[src/design/pdre_pkg.sv]
// ---------------------------------------------------------------------------
// pdre_pkg: shared types, constants and control program
// Holds the register map, fixed constants and the microcode table that
// drives the pulse conditioning datapath.
// ---------------------------------------------------------------------------
`default_nettype none

package pdre_pkg;

    // widths of the fixed fields
    localparam int PULSE_IN_W  = 12;
    localparam int PULSE_OUT_W = 11;
    localparam int CENTER_W    = 11;
    localparam int DEAD_W      = 9;
    localparam int GAIN_W      = 17;
    localparam int CFG_IDX_W   = 3;
    localparam int CFG_DATA_W  = 17;
    localparam int DEV_W       = 13;
    localparam int SPAN_W      = 11;
    localparam int PROD_W      = 23;
    localparam int GAIN_SHIFT  = 16;

    // default fraction bits of the smoothed value
    localparam int DEF_FRAC_BITS = 16;

    // register indexes
    localparam logic [CFG_IDX_W-1:0] REG_CENTER = 3'd0;
    localparam logic [CFG_IDX_W-1:0] REG_DEAD   = 3'd1;
    localparam logic [CFG_IDX_W-1:0] REG_GAIN   = 3'd2;
    localparam logic [CFG_IDX_W-1:0] REG_MODE   = 3'd3;

    // register reset values
    localparam logic [CENTER_W-1:0] CENTER_RESET = 11'd1500;
    localparam logic [DEAD_W-1:0]   DEAD_RESET   = 9'd0;
    localparam logic [GAIN_W-1:0]   GAIN_ONE     = 17'h10000;

    // output limits
    localparam logic [PULSE_OUT_W-1:0] OUT_MIN = 11'd1000;
    localparam logic [PULSE_OUT_W-1:0] OUT_MAX = 11'd2000;

    typedef logic [3:0] step_t;

    // datapath operations, one per control word
    typedef enum logic [3:0] {
        OP_NOP,
        OP_IDLE,
        OP_DEV,
        OP_SIDE,
        OP_SPAN,
        OP_DIV,
        OP_TGT,
        OP_MULA,
        OP_MULB,
        OP_UPD,
        OP_DEAD,
        OP_OUT
    } op_t;

    // jump conditions: taken goes to target, else to the next step
    typedef enum logic [2:0] {
        COND_NEVER,
        COND_ALWAYS,
        COND_NO_REQ,
        COND_DEAD,
        COND_SMALL,
        COND_DIV_MORE,
        COND_OUT_BUSY
    } cond_t;

    typedef struct packed {
        op_t   op;
        cond_t cond;
        step_t target;
    } ctrl_t;

    // program step addresses
    localparam step_t S_IDLE = 4'd0;
    localparam step_t S_DEV  = 4'd1;
    localparam step_t S_SIDE = 4'd2;
    localparam step_t S_SPAN = 4'd3;
    localparam step_t S_DIV  = 4'd4;
    localparam step_t S_TGT  = 4'd5;
    localparam step_t S_MULA = 4'd6;
    localparam step_t S_MULB = 4'd7;
    localparam step_t S_UPD  = 4'd8;
    localparam step_t S_DEAD = 4'd9;
    localparam step_t S_OUT  = 4'd10;
    localparam step_t S_RET  = 4'd11;

    // control program
    function automatic ctrl_t ucode_word(input step_t s);
        ctrl_t w;
        case (s)
            S_IDLE:  w = '{op: OP_IDLE, cond: COND_NO_REQ,   target: S_IDLE};
            S_DEV:   w = '{op: OP_DEV,  cond: COND_NEVER,    target: S_IDLE};
            S_SIDE:  w = '{op: OP_SIDE, cond: COND_DEAD,     target: S_DEAD};
            S_SPAN:  w = '{op: OP_SPAN, cond: COND_SMALL,    target: S_TGT};
            S_DIV:   w = '{op: OP_DIV,  cond: COND_DIV_MORE, target: S_DIV};
            S_TGT:   w = '{op: OP_TGT,  cond: COND_NEVER,    target: S_IDLE};
            S_MULA:  w = '{op: OP_MULA, cond: COND_NEVER,    target: S_IDLE};
            S_MULB:  w = '{op: OP_MULB, cond: COND_NEVER,    target: S_IDLE};
            S_UPD:   w = '{op: OP_UPD,  cond: COND_ALWAYS,   target: S_OUT};
            S_DEAD:  w = '{op: OP_DEAD, cond: COND_NEVER,    target: S_IDLE};
            S_OUT:   w = '{op: OP_OUT,  cond: COND_OUT_BUSY, target: S_OUT};
            S_RET:   w = '{op: OP_NOP,  cond: COND_ALWAYS,   target: S_IDLE};
            default: w = '{op: OP_NOP,  cond: COND_ALWAYS,   target: S_IDLE};
        endcase
        return w;
    endfunction

endpackage

`default_nettype wire

[src/design/pwm_deadband_rescale_ema_unit.sv]
// ---------------------------------------------------------------------------
// pwm_deadband_rescale_ema_unit: RC pulse deadband, rescale and smoothing
// Microcoded sequencer over a small datapath: deadband test, side rescale
// by a restoring divider, then an EMA blend on one shared multiplier.
// ---------------------------------------------------------------------------
// Usage:
//   Input channel: pulse_in with in_valid / in_stall. A request is taken
//   when in_valid is high and in_stall low; in_stall is low only while the
//   sequencer sits in its idle step.
//   Output channel: pulse_out with out_valid / out_stall, driven from an
//   output register, so a new request is taken while a result waits.
//   Configuration: cfg_write, cfg_index, cfg_data; index 0 center width
//   (also reloads the smoothed value), 1 deadband, 2 gain, 3 mode.
//   Sequence: idle, deviation and side steps, then a deadband hit goes
//   through the dead step to the output step; a throw no wider than the
//   deadband through the target, blend and update steps; any other throw
//   first runs the one-bit-per-cycle divider loop before the target step.
//   Reset clears the registers to their defaults and the smoothed value to
//   center width 1500. A stalled result holds the sequencer in its output
//   step until the register frees up.
// ---------------------------------------------------------------------------
`default_nettype none

module pwm_deadband_rescale_ema_unit
    import pdre_pkg::*;
#(
    parameter int FRAC_BITS = DEF_FRAC_BITS
)
(
    input  wire logic                   clk,
    input  wire logic                   rst_n,
    input  wire logic                   cfg_write,
    input  wire logic [CFG_IDX_W-1:0]   cfg_index,
    input  wire logic [CFG_DATA_W-1:0]  cfg_data,
    input  wire logic                   in_valid,
    output logic                        in_stall,
    input  wire logic [PULSE_IN_W-1:0]  pulse_in,
    output logic                        out_valid,
    input  wire logic                   out_stall,
    output logic [PULSE_OUT_W-1:0]      pulse_out
);

    localparam int Q_W   = 12 + FRAC_BITS;
    localparam int NUM_W = PROD_W + FRAC_BITS;
    localparam int CNT_W = $clog2(NUM_W);
    localparam int ACC_W = Q_W + GAIN_W;

    // configuration and state registers
    logic [CENTER_W-1:0]    center_reg;
    logic [DEAD_W-1:0]      dead_reg;
    logic [GAIN_W-1:0]      gain_reg;
    logic                   mode_reg;
    logic [Q_W-1:0]         smooth_reg, smooth_next;

    // sequencer
    step_t                  step_reg, step_next;
    ctrl_t                  ctrl;
    logic                   take;

    // datapath registers
    logic [PULSE_IN_W-1:0]  pulse_reg, pulse_next;
    logic signed [DEV_W-1:0] dev_reg, dev_next;
    logic                   upper_reg, upper_next;
    logic [PULSE_IN_W-1:0]  mag_reg, mag_next;
    logic signed [DEV_W-1:0] throw_reg, throw_next;
    logic [SPAN_W-1:0]      span_reg, span_next;
    logic [SPAN_W-1:0]      rem_reg, rem_next;
    logic [NUM_W-1:0]       quo_reg, quo_next;
    logic [CNT_W-1:0]       cnt_reg, cnt_next;
    logic [Q_W-1:0]         target_reg, target_next;
    logic [ACC_W-1:0]       acc_reg, acc_next;
    logic [PULSE_OUT_W-1:0] res_reg, res_next;
    logic                   out_valid_reg, out_valid_next;
    logic [PULSE_OUT_W-1:0] out_data_reg, out_data_next;

    // combinational helpers
    logic                   in_accept;
    logic [PULSE_IN_W-1:0]  pulse_eff;
    logic signed [DEV_W-1:0] center_s, dead_s, dev_neg, throw_calc, span_calc;
    logic                   dead_hit, small_throw;
    logic [PULSE_IN_W-1:0]  abs_dev;
    logic [PROD_W-1:0]      prod;
    logic [SPAN_W:0]        trial;
    logic                   trial_ge;
    logic [Q_W-1:0]         center_q;
    logic [NUM_W:0]         up_sum;
    logic [GAIN_W-1:0]      gain_eff, gain_rest;
    logic [GAIN_W-1:0]      mul_a;
    logic [Q_W-1:0]         mul_b;
    logic [ACC_W-1:0]       mul_prod;
    logic [Q_W-1:0]         blended;
    logic [PULSE_IN_W-1:0]  whole;

    assign ctrl      = ucode_word(step_reg);
    assign in_stall  = (step_reg != S_IDLE);
    assign in_accept = in_valid && !in_stall;
    assign out_valid = out_valid_reg;
    assign pulse_out = out_data_reg;

    // signed views of the registers
    assign center_s = $signed({2'b00, center_reg});
    assign dead_s   = $signed({4'b0000, dead_reg});
    assign center_q = Q_W'(center_reg) << FRAC_BITS;

    // bottom-anchored clamp and deviation
    assign pulse_eff = (mode_reg && (pulse_reg < PULSE_IN_W'(center_reg)))
                       ? PULSE_IN_W'(center_reg) : pulse_reg;

    // deadband test on the registered deviation
    assign dead_hit = mode_reg ? (dev_reg <= dead_s)
                               : ((dev_reg >= -dead_s) && (dev_reg <= dead_s));

    // magnitude and throw of the active side
    assign dev_neg    = -dev_reg;
    assign abs_dev    = (dev_reg > 0) ? dev_reg[PULSE_IN_W-1:0]
                                      : dev_neg[PULSE_IN_W-1:0];
    assign throw_calc = (dev_reg > 0) ? ($signed({2'b00, OUT_MAX}) - center_s)
                                      : (center_s - $signed({2'b00, OUT_MIN}));

    // span and excess times throw
    assign small_throw = (throw_reg <= dead_s);
    assign span_calc   = throw_reg - dead_s;
    assign prod        = PROD_W'(mag_reg) * PROD_W'(throw_reg[SPAN_W-1:0]);

    // one restoring divide step
    assign trial    = {rem_reg, quo_reg[NUM_W-1]};
    assign trial_ge = (trial >= {1'b0, span_reg});

    // upper side sum before saturation
    assign up_sum = (NUM_W+1)'(quo_reg) + (NUM_W+1)'(center_q);

    // shared blend multiplier
    assign gain_eff  = gain_reg[GAIN_W-1] ? GAIN_ONE : gain_reg;
    assign gain_rest = GAIN_ONE - gain_eff;
    assign mul_a     = (ctrl.op == OP_MULA) ? gain_eff : gain_rest;
    assign mul_b     = (ctrl.op == OP_MULA) ? target_reg : smooth_reg;
    assign mul_prod  = ACC_W'(mul_a) * ACC_W'(mul_b);

    // blended value and its integer part, clamped in the update step
    assign blended = acc_reg[GAIN_SHIFT +: Q_W];
    assign whole   = blended[Q_W-1 -: PULSE_IN_W];

    // jump condition
    always_comb
    begin
        case (ctrl.cond)
            COND_NEVER:    take = 1'b0;
            COND_ALWAYS:   take = 1'b1;
            COND_NO_REQ:   take = !in_accept;
            COND_DEAD:     take = dead_hit;
            COND_SMALL:    take = small_throw;
            COND_DIV_MORE: take = (cnt_reg != '0);
            COND_OUT_BUSY: take = out_valid_reg && out_stall;
            default:       take = 1'b1;
        endcase
        step_next = take ? ctrl.target : step_t'(step_reg + 4'd1);
    end

    // datapath next values
    always_comb
    begin
        pulse_next     = pulse_reg;
        dev_next       = dev_reg;
        upper_next     = upper_reg;
        mag_next       = mag_reg;
        throw_next     = throw_reg;
        span_next      = span_reg;
        rem_next       = rem_reg;
        quo_next       = quo_reg;
        cnt_next       = cnt_reg;
        target_next    = target_reg;
        acc_next       = acc_reg;
        res_next       = res_reg;
        smooth_next    = smooth_reg;
        out_data_next  = out_data_reg;
        out_valid_next = out_valid_reg && out_stall;

        case (ctrl.op)
            OP_IDLE:
            begin
                if (in_accept)
                    pulse_next = pulse_in;
            end
            OP_DEV:
            begin
                dev_next = $signed({1'b0, pulse_eff}) - center_s;
            end
            OP_SIDE:
            begin
                upper_next = (dev_reg > 0);
                mag_next   = abs_dev - PULSE_IN_W'(dead_reg);
                throw_next = throw_calc;
            end
            OP_SPAN:
            begin
                span_next = span_calc[SPAN_W-1:0];
                rem_next  = '0;
                cnt_next  = CNT_W'(NUM_W - 1);
                quo_next  = small_throw ? '0 : {prod, {FRAC_BITS{1'b0}}};
            end
            OP_DIV:
            begin
                rem_next = trial_ge ? SPAN_W'(trial - {1'b0, span_reg})
                                    : trial[SPAN_W-1:0];
                quo_next = {quo_reg[NUM_W-2:0], trial_ge};
                cnt_next = cnt_reg - CNT_W'(1);
            end
            OP_TGT:
            begin
                if (upper_reg)
                    target_next = (up_sum > (NUM_W+1)'({Q_W{1'b1}}))
                                  ? {Q_W{1'b1}} : up_sum[Q_W-1:0];
                else
                    target_next = (quo_reg >= NUM_W'(center_q))
                                  ? '0 : center_q - quo_reg[Q_W-1:0];
            end
            OP_MULA:
            begin
                acc_next = mul_prod;
            end
            OP_MULB:
            begin
                acc_next = acc_reg + mul_prod;
            end
            OP_UPD:
            begin
                smooth_next = blended;
                if (whole < PULSE_IN_W'(OUT_MIN))
                    res_next = OUT_MIN;
                else if (whole > PULSE_IN_W'(OUT_MAX))
                    res_next = OUT_MAX;
                else
                    res_next = whole[PULSE_OUT_W-1:0];
            end
            OP_DEAD:
            begin
                smooth_next = center_q;
                res_next    = center_reg;
            end
            OP_OUT:
            begin
                if (!out_valid_reg || !out_stall)
                begin
                    out_data_next  = res_reg;
                    out_valid_next = 1'b1;
                end
            end
            default:
            begin
            end
        endcase

        // center write reloads the smoothed value
        if (cfg_write && (cfg_index == REG_CENTER))
            smooth_next = Q_W'(cfg_data[CENTER_W-1:0]) << FRAC_BITS;
    end

    // control, configuration and smoothed state
    always_ff @(posedge clk or negedge rst_n)
    begin
        if (!rst_n)
        begin
            step_reg      <= S_IDLE;
            out_valid_reg <= 1'b0;
            center_reg    <= CENTER_RESET;
            dead_reg      <= DEAD_RESET;
            gain_reg      <= GAIN_ONE;
            mode_reg      <= 1'b0;
            smooth_reg    <= Q_W'(CENTER_RESET) << FRAC_BITS;
        end
        else
        begin
            step_reg      <= step_next;
            out_valid_reg <= out_valid_next;
            smooth_reg    <= smooth_next;
            if (cfg_write)
            begin
                case (cfg_index)
                    REG_CENTER: center_reg <= cfg_data[CENTER_W-1:0];
                    REG_DEAD:   dead_reg   <= cfg_data[DEAD_W-1:0];
                    REG_GAIN:   gain_reg   <= cfg_data[GAIN_W-1:0];
                    REG_MODE:   mode_reg   <= cfg_data[0];
                    default:
                    begin
                    end
                endcase
            end
        end
    end

    // datapath payload registers
    always_ff @(posedge clk)
    begin
        pulse_reg    <= pulse_next;
        dev_reg      <= dev_next;
        upper_reg    <= upper_next;
        mag_reg      <= mag_next;
        throw_reg    <= throw_next;
        span_reg     <= span_next;
        rem_reg      <= rem_next;
        quo_reg      <= quo_next;
        cnt_reg      <= cnt_next;
        target_reg   <= target_next;
        acc_reg      <= acc_next;
        res_reg      <= res_next;
        out_data_reg <= out_data_next;
    end

endmodule

`default_nettype wire

[config.mk]
export PLATFORM = sky130hd
export DESIGN_NAME = pwm_deadband_rescale_ema_unit
export DESIGN_NICKNAME = d
export VERILOG_FILES = /design/src/design/pdre_pkg.sv /design/src/design/pwm_deadband_rescale_ema_unit.sv
export SDC_FILE = /design/constraint.sdc
export NUM_CORES = 2
export LEC_CHECK = 0
export ABC_AREA = 1
export BUFFER_PORTS_ARGS = -buffer_cell sky130_fd_sc_hd__buf_2
export CORE_ASPECT_RATIO = 0.6
export CORE_MARGIN = 8
export CORE_UTILIZATION = 35
export CTS_BUF_LIST = sky130_fd_sc_hd__clkbuf_4 sky130_fd_sc_hd__clkbuf_8
export DETAILED_ROUTE_END_ITERATION = 7
export PLACE_DENSITY_LB_ADDON = 0.15
export SYNTH_ARGS = -nofsm -noshare
export SYNTH_HDL_FRONTEND = slang
export SYNTH_SLANG_ARGS = --single-unit
[constraint.sdc]
create_clock -name clk -period 9.4 [get_ports clk]
set_input_delay 1.41 -clock clk [delete_from_list [all_inputs] [get_ports clk]]
set_output_delay 1.41 -clock clk [all_outputs]
set_load 0.01 [all_outputs]
==> flow_summary.yaml <==
outcome:
  status: "finished, final reports clean"
critical_path:
  critPathMaxFanout: 36
  r2r_slack_ps: 220
  r2r_cells: 41
  setup.worst_path.end: "acc_reg[36]$_DFFE_PP_"
  slowest_stage: "fa_1"
  r2r_start: "step_reg[0]$_DFF_PN0_"
  crit_family: "adder cells"
  cp.depth: 41
  start_kind: "flop"
  crit_buf_inv: 10
  reg2reg_to: "acc_reg[36]$_DFFE_PP_"
  critPathKind: "reg -> reg"
  crit_required_ps: 9860
  arrival_ps: 9640
  slowest_delay_ps: 640
  crit_path_frequent_cell: "nand2_1"
  critPathLaunch: "step_reg[0]$_DFF_PN0_"
  crit_path_end_kind: "flop"
placed_design:
  dp_slack_ps: -164
  io_buffers: 49
  hpwl_mm: 135
  routabilityCongestion: 0.980
finish:
  syn2layout_area_growth_pct: 16.0
  ff_latch_area_mm2: 0.00813
  largest_reg_flops: 44
  drive_above_1_share: 0.143
  nets: 6503
  fill_cells: 12300
  multi_input_area_mm2: 0.0291
global_routing:
  grt_max_degree: 62
  grt_overflow_total: 0
  track_usage: 0.247
  antenna_found_initial: 7
  grt_pass1_wl_mm: 240
  grt_pass1_vias: 36000
sta:
  setup_slack_ps: 224
  max_slew_margin: 0.0540
  setup_viol: 0
  hold_viol: 0
  rsz0062_at_grt: "yes"
  period_share: 0.976
  worst_pin_slew_ps: 1400
  worst_hold_slack_ps: 420
  fin_worst_skew_ps: 56.7
  fin_crit_ps: 9180
  fmax_mhz: 109
  drv_slew: 0
clock_tree:
  cts_tree: "built"
  cts_sinks: 282
  cts_root_buf: "clkbuf_8"
  clk_path_buf_depth: 3
  numCtsBuffers: 50
  clk_latency_ps: 720
  clkSlewWorstSetupHoldPaths_ps: 70
  postCtsHoldBufs: 0
  cts_max_level: 2
yosys:
  synth_top_area_cell: "fa_1"
  synth_fp_nets: 6192
  synth_area_mm2: 0.0412
  ys_seq_area_frac: 0.197
  ys.flop_type: "edfxtp_1"
  synth_seq_cells: 282
  syn_inst: 5335
  ys_types: 66
  syn_area_per_cell_um2: 7.73
  ys_warn_count: 0
  synthArstFlopShare: 0.252
  synth_edf_count: 211
  synth.area.top_cells: "fa_1, edfxtp_1, nand2_1"
  synth.top_cell.area_share: 0.235
detailed_routing:
  vias_per_cell: 5.05
  first_pass_iters: 6
  num_vias: 36800
  drc_errors: 0
  drtIter0Drc: 3362
  ant_nets: 0
  wl_per_cell_um: 22.2
  wirelength_mm: 161
die:
  boundaryPins: 50
  die_width_um: 459
  fp.coreArea_mm2: 0.117
  start_util: 0.353
  rows: 97
  die_h_um: 282
  die_area_mm2: 0.129
flow_run:
  drv_cap: 0
hold_path:
  hold_depth: 0
  hold_class: "reg -> reg"
timing repair:
item                                    4_1_cts  5_1_grt
pin swaps                                     1       31
endpoints found under the setup margin       16       31
gates resized for setup                      22      234
setup buffers                                 1       18
layer usage:
metal,vias up,part of all wire,global-route usage
met5,-,0.0018,0.0249
met4,4,0.012,0.0317
met3,122,0.14,0.118
met2,1519,0.32,0.277
met1,17900,0.52,0.406
li1,17200,-,-
area by class of cell:
class	instances	area share
tap	1584	0.0415
antenna	6	0.000314
multi-input combinational	3799	0.609
clock buffer	57	0.0159
clock inverter	36	0.00882
sequential	282	0.170
inverter	1117	0.0884
timing repair buffer	396	0.0664
cell usage after synthesis (all sizes together) (11+ instances only):
cell	number
nand2	1227
inv	1114
nor2	550
fa	483
ha	337
o21ai	257
a21oi	246
edfxtp	211
nand3	204
xor2	120
buf	84
nor3	61
dfrtp	56
clkbuf	53
xnor2	46
nand4	44
o22ai	33
o21bai	26
a31oi	21
a21boi	16
nor4	16
o211ai	16
dfstp	15
a21o	14
or2	14
o21a	11
logic make-up after synthesis:
group / after synthesis / share of synthesized area
buffers and inverters: 1254 / 0.121
adder cells (fa/ha/maj): 820 / 0.337
AND/OR/NAND/NOR: 2140 / 0.213
flip-flops: 282 / 0.197
XOR/XNOR: 166 / 0.0367
multiplexers: 7 / 0.00191
AO/OA/AOI/OAI: 666 / 0.0934
stage by stage:
stage	TNS [ps]	instance area [µm²]	util	instances
6_report	0	47800	0.409	7277
5_1_grt	-1200	47800	0.409	7276
4_1_cts	0	46700	0.400	7253
3_5_place_dp	-1190	45400	0.389	7159
3_3_place_gp	-1520	45400	0.389	7159
2_1_floorplan	0	41200	-	5335
cells in the final DEF, fill, tap and decap left out, drive strengths merged, types with 204 or more instances in the layout:
master	count
a21oi	246
buf	396
edfxtp	211
fa	483
ha	337
inv	1110
nand2	1227
nand3	204
nor2	550
o21ai	257
worst register-to-register path, delay by kind of cell, from the launching register on:
kind / cells / cell delay (ps)
fa+ha+maj: 10 / 4410
simple gates: 14 / 1840
buf+inv: 10 / 1330
compound gates: 5 / 760
flops: 1 / 450
xor+xnor: 2 / 180
worst min path at each step:
stage | startpoint | end
3_5_place_dp | res_reg[5]$_DFFE_PP_ | pulse_out[5]$_DFFE_PP_
4_1_cts | res_reg[6]$_DFFE_PP_ | pulse_out[6]$_DFFE_PP_
6_report | res_reg[7]$_DFFE_PP_ | pulse_out[7]$_DFFE_PP_
5_1_grt | res_reg[6]$_DFFE_PP_ | pulse_out[6]$_DFFE_PP_
3_3_place_gp | res_reg[5]$_DFFE_PP_ | pulse_out[5]$_DFFE_PP_
2_1_floorplan | res_reg[0]$_DFFE_PP_ | pulse_out[0]$_DFFE_PP_
Power is left out: the tool's default activity adds up to more than one toggle a clock period on the data nets, which glitch-free logic cannot reach.
